File: config.mk
export PLATFORM = sky130hd
export DESIGN_NAME = lqe_vertex_out
export DESIGN_NICKNAME = d
export VERILOG_FILES = /design/src/lqe_pkg.sv /design/src/lqe_vertex_out.sv
export SDC_FILE = /design/constraint.sdc
export NUM_CORES = 1
export LEC_CHECK = 0
export BUFFER_PORTS_ARGS = -buffer_cell sky130_fd_sc_hd__buf_2
export CAP_MARGIN = 5
export CORE_ASPECT_RATIO = 1.25
export CORE_MARGIN = 4
export CORE_UTILIZATION = 29
export DETAILED_ROUTE_END_ITERATION = 10
export PLACE_DENSITY = 0.61
export REMOVE_ABC_BUFFERS = 1
export SLEW_MARGIN = 10
export SYNTH_ARGS = -nofsm -noshare
export SYNTH_HDL_FRONTEND = slang
export SYNTH_SLANG_ARGS = --single-unit
File: constraint.sdc
create_clock -name clk -period 1.4 [get_ports clk]
set_input_delay 0.07 -clock clk [delete_from_list [all_inputs] [get_ports clk]]
set_output_delay 0.07 -clock clk [all_outputs]
set_load 0.1 [all_outputs]
File: src/lqe_pkg.sv
`timescale 1ns / 1ps
package lqe_pkg;

	localparam int LW_W   = 23;
	localparam logic [LW_W-1:0] LW_RESET = 23'd65536;

	// normalised magnitude width, squares and root
	localparam int NORM_W = 31;
	localparam int PROD_W = 2 * NORM_W;
	localparam int SQ_W   = 64;
	localparam int ROOT_W = 32;
	// 800 * root
	localparam int DEN_W  = 42;
	// offset magnitude is at most line_width / 800 rounded
	localparam int QW     = 14;
	localparam int REM_W  = DEN_W + QW - 1;
	// signed offset sums (two magnitudes plus sign)
	localparam int OFF_W  = 16;

	typedef struct packed {
		logic          done;
		logic [QW-1:0] qa;
		logic [QW-1:0] qb;
	} off_res_t;

endpackage

File: src/lqe_vertex_out.sv
`timescale 1ns / 1ps
module lqe_vertex_out #(
	parameter int CW = 32,
	parameter int IW = 32
) (
	input  logic                             clk,
	input  logic                             arst_n,
	input  logic                             push,
	input  logic [CW-1:0]                    base_x,
	input  logic [CW-1:0]                    base_y,
	input  logic signed [lqe_pkg::OFF_W-1:0] off_x,
	input  logic signed [lqe_pkg::OFF_W-1:0] off_y,
	input  logic [IW-1:0]                    index,
	input  logic                             degen,
	input  logic                             last,
	output logic                             ready,
	output logic                             vertex_valid,
	input  logic                             vertex_stall,
	output logic [CW-1:0]                    vertex_x,
	output logic [CW-1:0]                    vertex_y,
	output logic [IW-1:0]                    vertex_number,
	output logic                             degenerate,
	output logic                             last_of_quad
);
	import lqe_pkg::*;

	localparam logic [CW-1:0] CMAX = {1'b0, {(CW-1){1'b1}}};
	localparam logic [CW-1:0] CMIN = {1'b1, {(CW-1){1'b0}}};

	logic signed [CW:0] sx, sy;
	logic [CW-1:0]      satx, saty;
	logic               valid_q;

	assign sx = $signed({base_x[CW-1], base_x}) + (CW+1)'(off_x);
	assign sy = $signed({base_y[CW-1], base_y}) + (CW+1)'(off_y);

	// clamp on overflow of the signed range
	assign satx = (sx[CW] != sx[CW-1]) ? (sx[CW] ? CMIN : CMAX) : sx[CW-1:0];
	assign saty = (sy[CW] != sy[CW-1]) ? (sy[CW] ? CMIN : CMAX) : sy[CW-1:0];

	assign ready        = !valid_q || !vertex_stall;
	assign vertex_valid = valid_q;

	always_ff @(posedge clk or negedge arst_n) begin
		if (!arst_n) begin
			valid_q <= 1'b0;
		end else if (push) begin
			valid_q <= 1'b1;
		end else if (!vertex_stall) begin
			valid_q <= 1'b0;
		end
	end

	always_ff @(posedge clk) begin
		if (push) begin
			vertex_x      <= satx;
			vertex_y      <= saty;
			vertex_number <= index;
			degenerate    <= degen;
			last_of_quad  <= last;
		end
	end

endmodule

==> results_dict.tcl <==
set metrics [dict create \
    status "finished, violations left" \
    violations "setup timing" \
    area_growth_pct 69.9 \
    io_buffers 233 \
    p_leak_uw 0.00535 \
    grt_pass1_wl_um 36600 \
    synth_area_sq_um 7070 \
    drt_first_pass_iters 4 \
    max-vdd-ir-drop_mv 0.746 \
    worstSetupStartpointType "primary input" \
    ant_nets 0 \
    rsz0062_at_grt "yes" \
    cts.reportedPaths.clkPinSlew_ps 70 \
    clk_latency_ps 350 \
    grt_max_degree 46 \
    pre_cts_ws_ps -2130 \
    max_cap_violations 0 \
    cts_tree "done" \
    dp_hpwl_um 18100 \
    finish.utilization_pct 50.3 \
    p_per_area_nw_per_um2 1230 \
    slew_violations 0 \
    timing.hold.worst_path_depth 1 \
    num_io_pins 234 \
    vias_per_cell 4.81 \
    nets 1384 \
    grt_usage_pct 16.8 \
    cts_buffer_depth 2 \
    start_util_pct 29.6 \
    vias 7281 \
    ctsHtreeMaxLevel 3 \
    synthFlopType "edfxtp_1" \
    fin_skew_ps 0 \
    hold_violations 0 \
    async_reset_ff_share_pct 1.01 \
    grt_pass1_vias 7291 \
    hold_class "primary input to register" \
    setup-tns-final_ps -63360 \
    fp.dieH_um 183 \
    power_uw 14800 \
    slew_headroom_pct 65.1 \
    num_rows 63 \
    gp_congestion 0.920 \
    drt_iter0_markers 253 \
    post-route-period-util_pct 174 \
    critPathArrivalTime_ps 2650 \
    wire_per_inst_um 15.9 \
    numClockSinks 99 \
    endpoint_kind "register" \
    fp.dieW_um 148 \
    drc 0 \
    synth_area_per_cell_sq_um 10.5 \
    ys_ff_latch 99 \
    hold-worst-slack_ps 101 \
    synth_edf_count 98 \
    worst_slew_pin_slew_ps 528 \
    cts_made_buffers 9 \
    grt_antenna_before_repair 2 \
    setup_ws_ps -1030 \
    worst_r2r_path_depth 2 \
    min_period_ps 2430 \
    critPathRequiredTime_ps 1620 \
    core-area_sq_um 23900 \
    max_freq_mhz 411 \
    synthCells 676 \
    dieArea_sq_um 27000 \
    n_antenna_cell 0 \
    routed_wl_um 24100 \
    root_buffer "clkbuf_16" \
    drive_above_1_share_pct 53.3 \
    ys_warn_count 0 \
    ys_types 69 \
    ys_seq_area_share_pct 42.0 \
    path_max_fanout 7 \
    fillers 2144 \
    finalSetupViolCount 64 \
    path_class "primary input to register" \
    grt_overflow 0 \
]
==> layout by cell type, fill, tap and decap left out, drive strengths merged, types with 8 or more instances in the layout <==
master       count
buf            480
edfxtp          98
a21oi           88
ha              64
o21ai           57
nor2            42
nand2           38
dlygate4sd3     37
xnor2           33
a21o            29
xor2            25
inv             21
nand4           12
nand2b          12
clkbuf          11
nor3            11
o21a            10
a31oi           10
nand3            9
nor2b            8
a211oi           8
==> synthesized netlist by cell type, types with 4 or more instances <==
cell / number / area, sq um
xnor2_1: 32 / 280
o21ai_0: 44 / 220
clkbuf_1: 15 / 56.3
o21bai_1: 4 / 30.0
buf_2: 4 / 20.0
nand3_1: 9 / 45.0
a21oi_2: 11 / 96.3
inv_1: 19 / 71.3
ha_1: 64 / 801
a211o_1: 4 / 35.0
a31oi_1: 9 / 56.3
nor2_1: 41 / 154
buf_6: 4 / 45.0
nor3_1: 10 / 50.1
o21ai_2: 8 / 70.1
o21ai_1: 5 / 25.0
nand2b_1: 12 / 75.1
o21a_1: 10 / 75.1
a211oi_1: 8 / 60.1
edfxtp_1: 98 / 2940
a21oi_1: 76 / 380
o211ai_1: 6 / 45.0
and3_1: 6 / 37.5
nor2b_1: 8 / 50.1
nand4_1: 12 / 75.1
nand2_1: 37 / 139
xor2_1: 25 / 219
a21o_1: 29 / 218
maj3_1: 5 / 50.1
==> where the power goes <==
group          switching (uW)  leakage, uW  internal (uW)  total [uW]
Combinational            5700      0.00425           2710        8410
Clock                    1120     0.000133           1200        2320
Sequential                167     0.000971           3890        4060
==> kinds of logic after synthesis <==
family	after synthesis	synth area share, %
AOI/OAI and AO/OA	252	24.5
xor gates and xnor gates	58	7.29
adders and majority gates	71	12.6
buffers and inverters	42	2.72
DFF	99	42.0
muxes	1	0.141
and+or+nand+nor	153	10.8
==> per-layer routing <==
| metal | vias up | wire length, um | share of wire (%) | GRT usage [%] |
|---|---|---|---|---|
| met3 | 37 | 1330 | 5.5 | 3.60 |
| li1 | 3606 | - | - | - |
| met4 | 4 | 556 | 2.3 | 5.45 |
| met2 | 200 | 12500 | 52 | 31.0 |
| met5 | - | 21 | 0.087 | 0 |
| met1 | 3434 | 9710 | 40 | 19.3 |
==> state kept, by name (all words and copies together), names as in the netlist <==
name and flops:
vertex_valid 1, vertex_x 32, last_of_quad 1, degenerate 1, vertex_y 32, vertex_number 32
==> metrics by stage <==
stage	instances	cell area [sq um]
after floorplan	653	6950
after global placement	1433	10200
after detailed placement	1433	10200
after CTS	1497	11400
after global routing	1513	12000
final	1513	12000
==> path summary, 6_finish.rpt <==
kind	startpoint	to	slack, ps
min in group asynchronous	arst_n	vertex_valid	560
hold / removal	push	vertex_x[28]	100
setup reg to reg	vertex_valid	vertex_valid	740
max in group asynchronous	arst_n	vertex_valid	740
setup / recovery	off_y[0]	vertex_y[1]	-1030
hold reg to reg	vertex_valid	vertex_valid	560
==> area by class of cell <==
type	instances	area [sq um]	share of cell area [%]
sequential	99	2970	24.7
clock buffer	9	225	1.87
clock inverter	6	40.0	0.333
multi-input combinational	536	4600	38.3
timing repair buffer	519	3700	30.8
tap	325	407	3.38
inverter	19	71.3	0.593
==> worst max-delay path, cell delays in order <==
cell and delay [ps]:
buf_6 70, ha_4 130, inv_2 30, fa_2 330, nand2b_4 150, a21o_1 180
a211oi_2 230, a211o_1 180, a41oi_2 170, or3b_4 440, a31oi_4 200, buf_6 150
nand2_8 60, buf_8 140, a21oi_2 110
==> timing repair <==
item	CTS	global route
buffers inserted	12	18
hold buffers	37	0
gates cloned	3	2
hold endpoints to repair	36	0
pin swaps	41	48
resized for setup	102	85
endpoints found under the setup margin	64	64
(Power assumes the default switching activity.)
