--- src/lqe_pkg.sv ---
`timescale 1ns / 1ps
package lqe_pkg;

	localparam int LW_W   = 23;
	localparam logic [LW_W-1:0] LW_RESET = 23'd65536;

	// normalised magnitude width, squares and root
	localparam int NORM_W = 31;
	localparam int PROD_W = 2 * NORM_W;
	localparam int SQ_W   = 64;
	localparam int ROOT_W = 32;
	// 800 * root
	localparam int DEN_W  = 42;
	// offset magnitude is at most line_width / 800 rounded
	localparam int QW     = 14;
	localparam int REM_W  = DEN_W + QW - 1;
	// signed offset sums (two magnitudes plus sign)
	localparam int OFF_W  = 16;

	typedef struct packed {
		logic          done;
		logic [QW-1:0] qa;
		logic [QW-1:0] qb;
	} off_res_t;

endpackage

--- src/lqe_offset_unit.sv ---
`timescale 1ns / 1ps
module lqe_offset_unit #(
	parameter int CW = 32
) (
	input  logic                     clk,
	input  logic                     arst_n,
	input  logic                     start,
	input  logic [CW-1:0]            mag_x,
	input  logic [CW-1:0]            mag_y,
	input  logic [lqe_pkg::LW_W-1:0] line_width,
	output lqe_pkg::off_res_t        res
);
	import lqe_pkg::*;

	localparam int MW = (CW > NORM_W) ? CW : NORM_W;

	localparam logic [3:0] U_IDLE = 4'd0;
	localparam logic [3:0] U_NORM = 4'd1;
	localparam logic [3:0] U_SQA  = 4'd2;
	localparam logic [3:0] U_SQB  = 4'd3;
	localparam logic [3:0] U_SUM  = 4'd4;
	localparam logic [3:0] U_SQRT = 4'd5;
	localparam logic [3:0] U_DEN  = 4'd6;
	localparam logic [3:0] U_MUL  = 4'd7;
	localparam logic [3:0] U_RND  = 4'd8;
	localparam logic [3:0] U_DIV  = 4'd9;

	logic [3:0]        st_q;
	logic [MW-1:0]     a_q, b_q;
	logic [MW-1:0]     ab_or;
	logic              too_big, too_small;
	logic [NORM_W-1:0] mul_x, mul_y;
	logic [PROD_W-1:0] prod_q;
	logic [SQ_W-1:0]   n_q, res_q, one_q, trial;
	logic [DEN_W-1:0]  den_q, root_ext;
	logic [REM_W-1:0]  rem_q, dcur_q;
	logic [QW-1:0]     quo_q, qa_q, qb_q;
	logic              qbit;
	logic              sel_q;
	logic [4:0]        cnt_q;
	logic              done_q;

	assign ab_or     = a_q | b_q;
	assign too_big   = |(ab_or >> NORM_W);
	assign too_small = (ab_or >> (NORM_W - 1)) == '0;

	// shared multiplier operand select
	always_comb begin
		mul_x = a_q[NORM_W-1:0];
		mul_y = a_q[NORM_W-1:0];
		case (st_q)
			U_SQB: begin
				mul_x = b_q[NORM_W-1:0];
				mul_y = b_q[NORM_W-1:0];
			end
			U_MUL: begin
				mul_x = sel_q ? b_q[NORM_W-1:0] : a_q[NORM_W-1:0];
				mul_y = NORM_W'(line_width);
			end
			default: begin
			end
		endcase
	end

	assign trial    = res_q + one_q;
	assign root_ext = DEN_W'(res_q[ROOT_W-1:0]);
	assign qbit     = rem_q >= dcur_q;

	always_ff @(posedge clk or negedge arst_n) begin
		if (!arst_n) begin
			st_q   <= U_IDLE;
			done_q <= 1'b0;
			sel_q  <= 1'b0;
			cnt_q  <= '0;
		end else begin
			done_q <= 1'b0;
			unique case (st_q)
				U_IDLE: begin
					if (start) begin
						st_q <= U_NORM;
					end
				end
				U_NORM: begin
					if (!too_big && !too_small) begin
						st_q <= U_SQA;
					end
				end
				U_SQA: st_q <= U_SQB;
				U_SQB: st_q <= U_SUM;
				U_SUM: begin
					st_q  <= U_SQRT;
					cnt_q <= '0;
				end
				U_SQRT: begin
					cnt_q <= cnt_q + 5'd1;
					if (cnt_q == 5'd31) begin
						st_q <= U_DEN;
					end
				end
				U_DEN: begin
					st_q  <= U_MUL;
					sel_q <= 1'b0;
				end
				U_MUL: st_q <= U_RND;
				U_RND: begin
					st_q  <= U_DIV;
					cnt_q <= '0;
				end
				U_DIV: begin
					cnt_q <= cnt_q + 5'd1;
					if (cnt_q == 5'(QW - 1)) begin
						if (sel_q) begin
							st_q   <= U_IDLE;
							done_q <= 1'b1;
						end else begin
							sel_q <= 1'b1;
							st_q  <= U_MUL;
						end
					end
				end
				default: st_q <= U_IDLE;
			endcase
		end
	end

	always_ff @(posedge clk) begin
		case (st_q)
			U_IDLE: begin
				a_q <= MW'(mag_x);
				b_q <= MW'(mag_y);
			end
			U_NORM: begin
				if (too_big) begin
					a_q <= a_q >> 1;
					b_q <= b_q >> 1;
				end else if (too_small) begin
					a_q <= a_q << 1;
					b_q <= b_q << 1;
				end
			end
			U_SQA: prod_q <= mul_x * mul_y;
			U_SQB: begin
				n_q    <= SQ_W'(prod_q);
				prod_q <= mul_x * mul_y;
			end
			U_SUM: begin
				n_q   <= n_q + SQ_W'(prod_q);
				res_q <= '0;
				one_q <= SQ_W'(1) << 62;
			end
			U_SQRT: begin
				if (n_q >= trial) begin
					n_q   <= n_q - trial;
					res_q <= (res_q >> 1) + one_q;
				end else begin
					res_q <= res_q >> 1;
				end
				one_q <= one_q >> 2;
			end
			U_DEN: den_q <= (root_ext << 9) + (root_ext << 8) + (root_ext << 5);
			U_MUL: prod_q <= mul_x * mul_y;
			U_RND: begin
				rem_q  <= REM_W'(prod_q) + REM_W'(den_q >> 1);
				dcur_q <= REM_W'(den_q) << (QW - 1);
				quo_q  <= '0;
			end
			U_DIV: begin
				if (qbit) begin
					rem_q <= rem_q - dcur_q;
				end
				dcur_q <= dcur_q >> 1;
				quo_q  <= {quo_q[QW-2:0], qbit};
				if (cnt_q == 5'(QW - 1)) begin
					if (sel_q) begin
						qb_q <= {quo_q[QW-2:0], qbit};
					end else begin
						qa_q <= {quo_q[QW-2:0], qbit};
					end
				end
			end
			default: begin
			end
		endcase
	end

	assign res.done = done_q;
	assign res.qa   = qa_q;
	assign res.qb   = qb_q;

endmodule

--- config.mk ---
export PLATFORM = sky130hd
export DESIGN_NAME = lqe_offset_unit
export DESIGN_NICKNAME = d
export VERILOG_FILES = /design/src/lqe_pkg.sv /design/src/lqe_offset_unit.sv
export SDC_FILE = /design/constraint.sdc
export NUM_CORES = 2
export LEC_CHECK = 0
export ABC_AREA = 1
export BUFFER_PORTS_ARGS = -buffer_cell sky130_fd_sc_hd__buf_2
export CORE_ASPECT_RATIO = 2
export CORE_UTILIZATION = 38
export CTS_BUF_LIST = sky130_fd_sc_hd__clkbuf_4
export DETAILED_ROUTE_END_ITERATION = 10
export PLACE_DENSITY = 0.51
export SLEW_MARGIN = 20
export SYNTH_ARGS = -nofsm -noshare
export SYNTH_HDL_FRONTEND = slang
export SYNTH_SLANG_ARGS = --single-unit
export TNS_END_PERCENT = 10
--- constraint.sdc ---
create_clock -name clk -period 7.35 [get_ports clk]
set_input_delay 1.1025 -clock clk [delete_from_list [all_inputs] [get_ports clk]]
set_output_delay 1.1025 -clock clk [all_outputs]
set_load 0.02 [all_outputs]
==> impl_metrics.tcl, run 1 <==
set metrics [dict create \
    outcome "did not finish" \
    flow.stopped_at "global routing" \
    error_message "[ERROR GRT-0116] Global routing finished with congestion. Check the congestion regions in the DRC Viewer." \
    synth_largest_area_cell "sky130_fd_sc_hd__fa_1" \
    syn_area_um2 81680 \
    net_count_synth 13540 \
    pin_count 119 \
    grt_pass1_vias 95660 \
    cts_buffers 147 \
    cts_sinks 485 \
    yosys_register_bits 485 \
    yosysWarningCount 0 \
    largest_net_degree_at_the_start_of_global_routing 105 \
    gp_congestion 1.156 \
    first_pass_grt_wire_length_um 746200 \
    synthTopCellsByCount "3,596 x sky130_fd_sc_hd__nand2_1, 2,386 x sky130_fd_sc_hd__inv_1, 1,401 x sky130_fd_sc_hd__nor2_1" \
    asyncSetResetFlopFracSynth_pct 2.268 \
    die_h_um 657.7 \
    initial_cell_density_of_the_core_pct 38.26 \
    post-dp-hpwl_um 419600 \
    post-synth-top-count-cell "sky130_fd_sc_hd__nand2_1" \
    postSynthAreaPerCell_um2 6.806 \
    clk_root_buffer_cell "sky130_fd_sc_hd__clkbuf_4" \
    yosysUniqueCellTypes 52 \
    dp.cells 15520 \
    synth_top_area_share_pct 21.32 \
    synth_edf_count 474 \
    post_synth_main_area_contributors "sky130_fd_sc_hd__fa_1 21%, sky130_fd_sc_hd__edfxtp_1 17%, sky130_fd_sc_hd__nand2_1 17%" \
    overflow 60 \
    buffer_ports.inserted 118 \
    die_width_um 329.8 \
    synth_seq_area_share_pct 17.76 \
    floorplan.rows 240 \
    cts_max_path_buffers 4 \
    grt_use_total_pct 49.61 \
    syn_inst 12000 \
    cts-htree-levels 4 \
    synth_flop_cell "sky130_fd_sc_hd__edfxtp_1" \
]
## layer usage
layer | GRT overflow | track usage, %
met1 | 0 | 41.77
met2 | 36 | 82.58
met3 | 2 | 16.32
met4 | 22 | 62.04
met5 | 0 | 0.4755
## per-stage QoR
| step | setup TNS (ns) | instance area [µm²] | utilization, % | setup WS (ns) |
|---|---|---|---|---|
| 2_1_floorplan | 0 | 81680 | - | 0.01356 |
| 3_3_place_gp | -57.19 | 92560 | 43.35 | -1.604 |
| 3_5_place_dp | -56.27 | 92560 | 43.35 | -1.506 |
| 4_1_cts | -33.13 | 95130 | 44.56 | -0.9141 |
## cell families after synthesis
group | synth area share (%)
multiplexers | 0.01226
AO/OA/AOI/OAI | 8.178
XOR/XNOR | 1.801
buffers and inverters | 12.67
AND/OR/NAND/NOR | 29.38
flip-flops | 17.76
adder cells (fa/ha/maj) | 30.19
## timing repair
action | 4_1_cts
pin swaps | 25
gates cloned | 1
resized for setup | 206
setup buffers | 5
hold endpoints to repair | 11
hold buffers | 1
setup endpoints to repair | 51
==> run 2: changes to the inputs <==
CORE_ASPECT_RATIO = default   (was 2)
CORE_UTILIZATION = 23   (was 38)
CTS_BUF_LIST = default   (was sky130_fd_sc_hd__clkbuf_4)
PLACE_DENSITY = default   (was 0.51)
PLACE_DENSITY_LB_ADDON = 0.15   (was default)
clock period = 9.6 ns   (was 7.35 ns; I/O delays follow)
==> run 2 against run 1 <==
Effect of this change: the flow now finishes without violations; area after synthesis unchanged; synthesized cell count did not move.
==> impl_metrics.tcl, run 2 <==
set metrics [dict create \
    outcome "complete, no violations" \
    first_pass_grt_wire_length_um 535400 \
    cts_tree "yes" \
    critical_path.endpoint_type "register" \
    gp_congestion 0.9271 \
    report.final.hold_viol_count 0 \
    tightestPinTransition_ns 1.073 \
    net_count_synth 13540 \
    finalHoldWorstSlack_ns 0.4548 \
    core_region_area_um2 353000 \
    initial_cell_density_of_the_core_pct 23.14 \
    post_layout_nonfiller_instances 16870 \
    register_area_um2 14510 \
    number_of_hold_buffers_added_after_cts 0 \
    grtUsageMet2_pct 34.02 \
    max_capacitance_violation_count 0 \
    cts_sinks 485 \
    cts_max_path_buffers 4 \
    drt_iter0_drc 5737 \
    holdCritStartpoint "quo_q[5]$_SDFFCE_PN0P_" \
    path_max_fanout 46 \
    remaining_drc_errors 0 \
    finalSetupViolCount 0 \
    floorplan.rows 218 \
    mostFrequentLayoutCell "sky130_fd_sc_hd__nand2_1" \
    min_period_over_period_pct 96.17 \
    startpoint_type_of_the_worst_setup_path "register" \
    clk_root_buffer_cell "sky130_fd_sc_hd__clkbuf_16" \
    dp.cells 16730 \
    antenna_found_initial 13 \
    grt_pass1_vias 78080 \
    yosysWarningCount 0 \
    pin_count 119 \
    worstHoldEndpoint "qa_q[6]$_DFFE_PP_" \
    buffer_ports.inserted 118 \
    drive_above_1_share_pct 4.204 \
    arrival_ns 9.78 \
    avg_vias_per_cell 4.547 \
    final.fill_count 40070 \
    die_width_um 597.9 \
    ant_nets 0 \
    min_delay_path_depth 0 \
    r2r_setup_slack_ns 0.37 \
    synth_edf_count 474 \
    finClkSkew_ns 0.09053 \
    dieArea_um2 357500 \
    routedWlPerCell_um 21.73 \
    critical_path.reg2reg.endpoint "prod_q[33]$_DFFE_PP_" \
    finalCriticalPeriod_ns 9.233 \
    nNetsFinal 13620 \
    synthTopCellsByCount "3,596 x sky130_fd_sc_hd__nand2_1, 2,386 x sky130_fd_sc_hd__inv_1, 1,401 x sky130_fd_sc_hd__nor2_1" \
    clk_latency_ns 0.83 \
    postSynthAreaPerCell_um2 6.806 \
    drt_first_pass_iters 6 \
    cts_buffers 75 \
    critPathSlowestCell "sky130_fd_sc_hd__inv_2" \
    power.leakage_nw 45.12 \
    rsz0062_at_grt "no" \
    synth_largest_area_cell "sky130_fd_sc_hd__fa_1" \
    post_synth_main_area_contributors "sky130_fd_sc_hd__fa_1 21%, sky130_fd_sc_hd__edfxtp_1 17%, sky130_fd_sc_hd__nand2_1 17%" \
    postLayoutSetupSlackWorst_ns 0.3675 \
    detailroute.via_count 76690 \
    post-dp-hpwl_um 309800 \
    die_h_um 597.9 \
    cts-htree-levels 3 \
    synth_flop_cell "sky130_fd_sc_hd__edfxtp_1" \
    synth_top_area_share_pct 21.32 \
    worst_setup_hold_path_clk_slew_ns 0.08 \
    fin_tns_setup_ns 0 \
    cpMostUsedCell "sky130_fd_sc_hd__fa_1" \
    total_power_mw 6.498 \
    overflow 0 \
    synth_seq_area_share_pct 17.76 \
    critical_path_required_ns 10.15 \
    areaGrowthSynthToFinish_pct 10.88 \
    tightest_hold_check_type "reg -> reg" \
    postCtsSetupBuffers 0 \
    layout.cells.most_common_list "3,592 x sky130_fd_sc_hd__nand2_1, 2,383 x sky130_fd_sc_hd__inv_1, 1,397 x sky130_fd_sc_hd__nor2_1" \
    ctsResizeCount 0 \
    placement.cell_area_um2 88210 \
    syn_area_um2 81680 \
    gr-usage-met1_pct 28.13 \
    area_of_the_multi_input_gates_um2 56930 \
    reg.largest.list "n_q (64), res_q (64), prod_q (62)" \
    asyncSetResetFlopFracSynth_pct 2.268 \
    largest_net_degree_at_the_start_of_global_routing 98 \
    post-synth-top-count-cell "sky130_fd_sc_hd__nand2_1" \
    grt.met3_usage_pct 1.895 \
    globalRoute.busiestLayer "met2" \
    yosysUniqueCellTypes 52 \
    final_slew_viol_count 0 \
    timing.setup.critical_path_class "reg -> reg" \
    slowest_delay_ns 0.64 \
    syn_inst 12000 \
    grt_use_total_pct 20.35 \
    slew-limit-headroom_pct 27.71 \
    finish.utilization_pct 25.66 \
    preCtsSetupSlack_ns 0.4772 \
    final_cell_area_um2 90560 \
    power.ir.vdd_worst_mv 0.1079 \
    p_per_area_nw_per_um2 71.75 \
    totalWireLength_um 366400 \
    r2r-start "st_q[0]$_DFFE_PN0P_" \
    yosys_register_bits 485 \
    worst_reg_to_reg_cells 30 \
    max_freq_ghz 0.1083 \
]
==> run 2: cell counts after synthesis <==
Identical to the previous run, type by type.
==> run 2: cell families (layout without fill, tap and decap cells) <==
| kind of cell | count (synthesis) | in the layout | synth area share [%] |
|---|---|---|---|
| AOI/OAI and AO/OA | 1245 | 1245 | 8.178 |
| xor gates and xnor gates | 168 | 168 | 1.801 |
| adders and majority gates | 1449 | 1449 | 30.19 |
| buffers and inverters | 2688 | 2817 | 12.67 |
| DFF | 485 | 485 | 17.76 |
| muxes | 1 | 1 | 0.01226 |
| other | 0 | 5 | 0 |
| and+or+nand+nor | 5965 | 5965 | 29.38 |
==> run 2: per-layer routing <==
| metal | share of wire (%) | wire length [µm] |
|---|---|---|
| met2 | 46 | 169800 |
| met1 | 47 | 171900 |
| met4 | 2.6 | 9344 |
| met3 | 4.2 | 15320 |
| met5 | 0.0025 | 9 |
==> run 2: critical path: cells and delay by family (launching register included) <==
family	cells	cell delay, ns
adder cells (fa/ha/maj)	9	4.39
AND/OR/NAND/NOR	8	1.78
buffers and inverters	9	1.66
flip-flops	1	0.46
AO/OA/AOI/OAI	3	0.42
XOR/XNOR	1	0.17
==> run 2: worst max-delay path by stage <==
| stage | from | endpoint | slack, ns |
|---|---|---|---|
| final | st_q[0]$_DFFE_PN0P_ | prod_q[33]$_DFFE_PP_ | 0.37 |
| after global routing | st_q[0]$_DFFE_PN0P_ | prod_q[33]$_DFFE_PP_ | 0.02 |
| after CTS | st_q[0]$_DFFE_PN0P_ | prod_q[33]$_DFFE_PP_ | 0.42 |
| after detailed placement | st_q[1]$_DFFE_PN0P_ | prod_q[33]$_DFFE_PP_ | 0.48 |
| after global placement | st_q[3]$_DFFE_PN0P_ | prod_q[33]$_DFFE_PP_ | 0.27 |
| after floorplan | line_width[11] | prod_q[60]$_DFFE_PP_ | 1.93 |
==> run 2: cell type report <==
| type | instances | share of cell area, % |
|---|---|---|
| multi-input combinational | 8828 | 62.87 |
| sequential | 485 | 16.02 |
| inverter | 2428 | 10.08 |
| tap | 4730 | 6.535 |
| clock buffer | 96 | 2.238 |
| timing repair buffer | 263 | 1.896 |
| clock inverter | 30 | 0.3523 |
| antenna | 5 | 0.01382 |
==> run 2: power breakdown <==
part / internal [mW] / leakage [nW] / total [mW] / switching [mW]
clock: 1.62 / 1.13 / 2.81 / 1.18
combinational: 0.368 / 39.4 / 1.21 / 0.845
sequential: 2.44 / 4.63 / 2.48 / 0.0356
(Power assumes the default switching activity.)
